<file path="src/rtl/core/wfsa_pkg.sv">
// Shared types, constants and helper functions of the weighted fair share allocator.
package wfsa_pkg;

   // Default sizes.
   localparam int MAX_USERS_DEF  = 64;
   localparam int NUM_SLICES_DEF = 4;

   // Arithmetic widths.
   localparam int TOT_W  = 40;
   localparam int DIV_NW = 48;
   localparam int DIV_DW = 40;

   // Fixed-point constants.
   localparam logic [10:0] QUAL_MIN      = 11'd51;
   localparam logic [10:0] QUAL_MAX      = 11'd1024;
   localparam logic [11:0] PRIO_ONE      = 12'd256;
   localparam logic [15:0] LAT_DEFAULT   = 16'd768;
   localparam logic [15:0] LAT_MOBILITY  = 16'd288;
   localparam logic [23:0] DEMAND_FLOOR  = 24'd256;
   localparam logic [16:0] SHARE_MAX     = 17'd65536;
   // Reciprocal of ten, scaled by 2^22, rounded up; exact for inputs below 2^19.
   localparam logic [18:0] RECIP_TEN     = 19'd419431;

   // Configuration register indexes.
   localparam logic [2:0] CSR_BANDWIDTH = 3'd0;
   localparam logic [2:0] CSR_CELL_TECH = 3'd1;
   localparam logic [2:0] CSR_SLICE0    = 3'd2;
   localparam logic [2:0] CSR_SLICE1    = 3'd3;
   localparam logic [2:0] CSR_SLICE2    = 3'd4;
   localparam logic [2:0] CSR_SLICE3    = 3'd5;

   // One stored user.
   typedef struct packed {
      logic [15:0] user_id;
      logic [1:0]  slice_index;
      logic        slice_known;
      logic [1:0]  user_tech;
      logic [10:0] quality;
      logic [23:0] demand;
      logic        mobile;
   } user_rec_type;

   // Spectral efficiency coefficient per radio tech, Q3.8.
   function automatic logic [10:0] tech_coef(input logic [1:0] tech);
      logic [10:0] c;
      case (tech)
         2'd0: c = 11'd614;
         2'd1: c = 11'd1331;
         2'd2: c = 11'd1818;
         2'd3: c = 11'd1229;
         default: c = 11'd614;
      endcase
      return c;
   endfunction

   // Efficiency at a clamped channel quality, Q3.8.
   function automatic logic [10:0] efficiency(input logic [1:0] tech, input logic [10:0] q);
      logic [10:0] qc;
      logic [22:0] p;
      qc = q;
      if (qc < QUAL_MIN) qc = QUAL_MIN;
      if (qc > QUAL_MAX) qc = QUAL_MAX;
      p = 23'(tech_coef(tech)) * 23'(qc) + 23'd512;
      return p[20:10];
   endfunction

   // Efficiency of the cell tech at quality 0.82, precomputed.
   function automatic logic [10:0] cell_eff(input logic [1:0] tech);
      logic [10:0] e;
      case (tech)
         2'd0: e = 11'd504;
         2'd1: e = 11'd1092;
         2'd2: e = 11'd1491;
         2'd3: e = 11'd1008;
         default: e = 11'd504;
      endcase
      return e;
   endfunction

endpackage

</file>
<file path="src/rtl/core/wfsa_store.sv">
// User record memory with one write port and a registered read port.
module wfsa_store
   import wfsa_pkg::*;
#(
   parameter int DEPTH = MAX_USERS_DEF,
   parameter int AW    = 6
) (
   input  logic          clock,
   input  logic          wr_en,
   input  logic [AW-1:0] wr_addr,
   input  user_rec_type  wr_data,
   input  logic [AW-1:0] rd_addr,
   output user_rec_type  rd_data
);

   user_rec_type mem [DEPTH];
   user_rec_type rd_data_ff;

   // Write port.
   always_ff @(posedge clock) begin
      if (wr_en) begin
         mem[wr_addr] <= wr_data;
      end
   end

   // Read port, registered.
   always_ff @(posedge clock) begin
      rd_data_ff <= mem[rd_addr];
   end

   assign rd_data = rd_data_ff;

endmodule

</file>
<file path="config.mk">
export PLATFORM = sky130hd
export DESIGN_NAME = wfsa_store
export DESIGN_NICKNAME = d
export VERILOG_FILES = /design/src/rtl/core/wfsa_pkg.sv /design/src/rtl/core/wfsa_store.sv
export SDC_FILE = /design/constraint.sdc
export NUM_CORES = 2
export LEC_CHECK = 0
export ABC_AREA = 1
export BUFFER_PORTS_ARGS = -buffer_cell sky130_fd_sc_hd__clkbuf_2
export CAP_MARGIN = 10
export CORE_ASPECT_RATIO = 1.75
export CORE_MARGIN = 4
export CORE_UTILIZATION = 40
export CTS_CLUSTER_SIZE = 14
export DETAILED_ROUTE_END_ITERATION = 10
export HOLD_SLACK_MARGIN = 0.06
export PLACE_DENSITY_LB_ADDON = 0.05
export REMOVE_ABC_BUFFERS = 1
export SYNTH_ARGS = -nofsm -noshare
export SYNTH_HDL_FRONTEND = slang
export SYNTH_SLANG_ARGS = --single-unit
</file>
<file path="constraint.sdc">
create_clock -name clock -period 14.3 [get_ports clock]
set_clock_uncertainty 0.05 [all_clocks]
set_input_delay 2.86 -clock clock [delete_from_list [all_inputs] [get_ports clock]]
set_output_delay 2.86 -clock clock [all_outputs]
set_load 0.01 [all_outputs]
</file>
## Word-level counts from Yosys, hierarchy flattened

Memories as Yosys holds them, arrays and structs flattened. A register that Yosys moved wholly into a read port is not among the register bits.
Cells that the tools add are included.

| operators by class | value |
|---|---|
| multiplexer cells | 2 |

Operators with widths:

| kind | count |
|---|---|
| two-way mux 1 bit | 2 |

| word-level totals | value |
|---|---|
| bits in registers | 0 |
| memory bits (writable) | 3648 |
| bits of input ports | 71 |
| output and inout bits | 57 |
| logic and storage cells | 3 |
| memories kept | 1 |

Memories:

| name | words | width | rd ports | clocked after Yosys merged registers in | wr ports | RTL line | text |
|---|---|---|---|---|---|---|---|
| mem | 64 | 57 | 1 | 1 | 1 | wfsa_store.sv:16 | `user_rec_type mem [DEPTH];` |

## Depth between registers and ports, before layout

| logic depth | value |
|---|---|
| depth after elaboration | 2 |
| mapped depth | 13 |
| mapped depth without buffers | 9 |

## Worst setup path after synthesis

No wires, ideal clock.

| timing path | value |
|---|---|
| path type | input to register |
| start point | in wr_en |
| end point | mem mem[48][0] in the netlist's numbering, enable pin |
| library setup time | 0.615 ns |
| arrival time | 8.838 ns |
| required time | 13.635 ns |
| setup slack | 4.798 ns |
| stages on the path | 3 |
| path buffers | 1 |
| path through | clkbuf_1 nand4_1 nor4_1 |

| on the way | value |
|---|---|
| longest elaborated chain between the ends | 2 |

RTL lines:

| item | RTL line | text |
|---|---|---|
| start: declaration | wfsa_store.sv:9 | `input logic wr_en,` |
| two-way mux 1 bit | wfsa_store.sv:21 | `if (wr_en) begin` |
| two-way mux 1 bit (not written as such) | wfsa_store.sv:22 | `mem[wr_addr] <= wr_data;` |
| end: declaration | wfsa_store.sv:16 |  |

Every way passes these cells.

==> run_results.csv <==
group,metric,value,unit
yosys,synth_top_cell_by_area,"edfxtp_1",
floorplanning,fp.dieArea,378700,µm²
timing,grt_setup_unrepaired,"false",
power_and_ir_drop,power_density,138.9,nW/µm²
global_routing,grtUsageTotal,27.10,%
place,dpl_cell_area,152600,µm²
min_path,hold_end,"rd_data[54]",
setup_path,reg2reg_from,"mem[46][7]",
clocking,htree_levels,5,
yosys,ys_types,18,
clocking,path_clk_slew,0.06,ns
setup_path,crit_path_top_delay_cell,"buf_4",
place,port_buffers,127,
floorplanning,die_h,811.1,µm
clocking,clk_latency,0.92,ns
yosys,synth_edf_count,3648,
min_path,min-delay-start,"mem[44][54]",
place,globalplace.congestion,0.7776,
global_routing,grt_pass1_wl,732600,µm
floorplanning,die_x,466.9,µm
yosys,syn_inst,11980,
yosys,synth-seq-cells,3705,
global_routing,overflow,0,
setup_path,crit_arrival,7.62,ns
floorplanning,rows,294,
place,hpwl,258300,µm
clocking,cts_sinks,3705,
global_routing,antenna_found_initial,22,
clocking,post_cts_resized,0,
clocking,cts_root_buf,"clkbuf_16",
timing,hold_viol_final,0,
route,viasPerCell,5.664,
min_path,whs_path_depth,8,
floorplanning,core,366700,µm²
timing,max_freq,0.1454,GHz
floorplanning,initial_core_util,40.19,%
yosys,yosysTopAreaCellShare,74.32,%
run,drv_cap,0,
route,via_count,97000,
setup_path,crit_fanout,70,
power_and_ir_drop,irDropWorstVdd,0.0001028,V
yosys,synthTopCellsByCount,"nand2_1, edfxtp_1, nand3_1, buf_2, clkbuf_1",
setup_path,crit_required,15.04,ns
timing,tightestPinTransition,1.294,ns
global_routing,first_global_vias,94370,
yosys,yosysMostFrequentCell,"nand2_1",
yosys,synth_area_per_cell,12.30,µm²
final_layout,fin_area,164400,µm²
power_and_ir_drop,fin_total_pwr,22.84,mW
yosys,ys_seq_area_share,75.09,%
yosys,synthTopCellsByArea,"edfxtp_1, nand3_1, nand2_1, buf_2, dfxtp_1",
final_layout,areaGrowthSynthToFinish,11.54,%
yosys,synth_flop_cell,"edfxtp_1",
setup_path,worstPathCellList,"buf_8, buf_4, buf_4, buf_4, buf_4, nand3_1, nand3_1, nand3_1, nand3_1, nand2_1, nand2_1, nand2_1",
min_path,hold_class,"register to register",
yosys,async_flop_share,0,%
clocking,clockBufferDepth,4,
clocking,hold_buffers,0,
timing,timing.final.ws_setup,7.421,ns
route,ant_nets,0,
clocking,cts_tree,"built",
setup_path,worst_setup_path_end_kind,"register",
yosys,synth_warnings,0,
timing,slew_violations,0,
timing,period_minus_slack,6.879,ns
final_layout,drive_above_1_share,7.848,%
floorplanning,io_pins,128,
setup_path,start_kind,"input port",
route,drc,0,
route,first_pass_iters,6,
power_and_ir_drop,power.leakage,57.30,nW
yosys,syn-cell-area,147400,µm²
setup_path,max_stage_delay,0.89,ns
clocking,post-cts-setup-buffers,0,
global_routing,grt_max_degree,192,
timing,slew_headroom,13.73,%
status,status,"complete, no violations",
route,drt_iter0_markers,9974,
place,pre_cts_ws,6.596,ns
timing,setup_viol,0,
setup_path,reg2reg_depth,8,
timing,finalCritPeriodShare,48.11,%
final_layout,layout.nets,12020,
setup_path,reg2reg_to,"rd_data[7]",
route,wl,524700,µm
timing,setup_tns,0,ns
setup_path,critPathKind,"input port to register",
timing,whs,0.7519,ns
route,wire_per_inst,30.64,µm
clocking,cts-buffers-inserted,356,
setup_path,reg2reg_slack,12.62,ns
routing by layer:
| metal | global-route usage (%) | part of all wire (%) | vias up |
|---|---|---|---|
| li1 | - | - | 42630 |
| met1 | 34.85 | 40 | 50300 |
| met3 | 2.956 | 5.2 | 790 |
| met2 | 47.85 | 51 | 3286 |
| met4 | 8.731 | 3.6 | 2 |
| met5 | 0 | 0.0013 | - |
cell families after synthesis:
family / share of synthesized area [%]
simple gates: 21.92
flops: 75.09
buf+inv: 2.993
area by class of cell:
cell class              instances  area, µm²
well taps                    4884       6111
flip-flops and latches       3705     110700
clock inverters               163       1560
diodes                          9      22.52
repair buffers                408       3405
multi-input cells            7464      32780
clock buffers                 480       9753
inverters                      12      96.34
fillers                     33570     202300
sequential cells by signal, summed over array words and instances (netlist names):
register  cells
rd_data      57
mem        3648
worst max path at each step:
stage	start	to	slack, ns	cells past startpoint
after CTS	rd_addr[1]	rd_data[21]	7.59	12
after global placement	rd_addr[1]	rd_data[55]	6.62	12
after global routing	rd_addr[0]	rd_data[20]	7.35	13
final	rd_addr[1]	rd_data[21]	7.42	12
after detailed placement	rd_addr[1]	rd_data[21]	6.60	12
after floorplan	rd_addr[0]	rd_data[13]	2.16	9
metrics by stage:
stage               std cells  utilization, %
floorplan               11180               -
global placement        16450           41.59
detailed placement      16450           41.60
CTS                     17090           44.68
global route            17120           44.83
finish                  17130           44.83
worst max-delay path: cells and delay by family:
| family | cells | cell delay [ns] |
|---|---|---|
| and+or+nand+nor | 7 | 0.74 |
| buffers and inverters | 5 | 3.68 |
report_power, final:
group	leakage, nW	internal (mW)	switching (mW)
registers	33.3	12.0	0.0342
clock network	5.55	5.31	4.15
logic	18.4	0.320	1.01
total	57.3	17.6	5.20
layout by cell type (no fill, tap or decap), drive strengths merged:
cell type,n
nand4,9
nand2,3995
nand3,3396
clkinvlp,1
buf,287
clkinv,125
inv,20
edfxtp,3648
nor2,56
diode,9
nor4,8
dfxtp,57
bufinv,29
clkbuf,601
(Power assumes the default switching activity.)
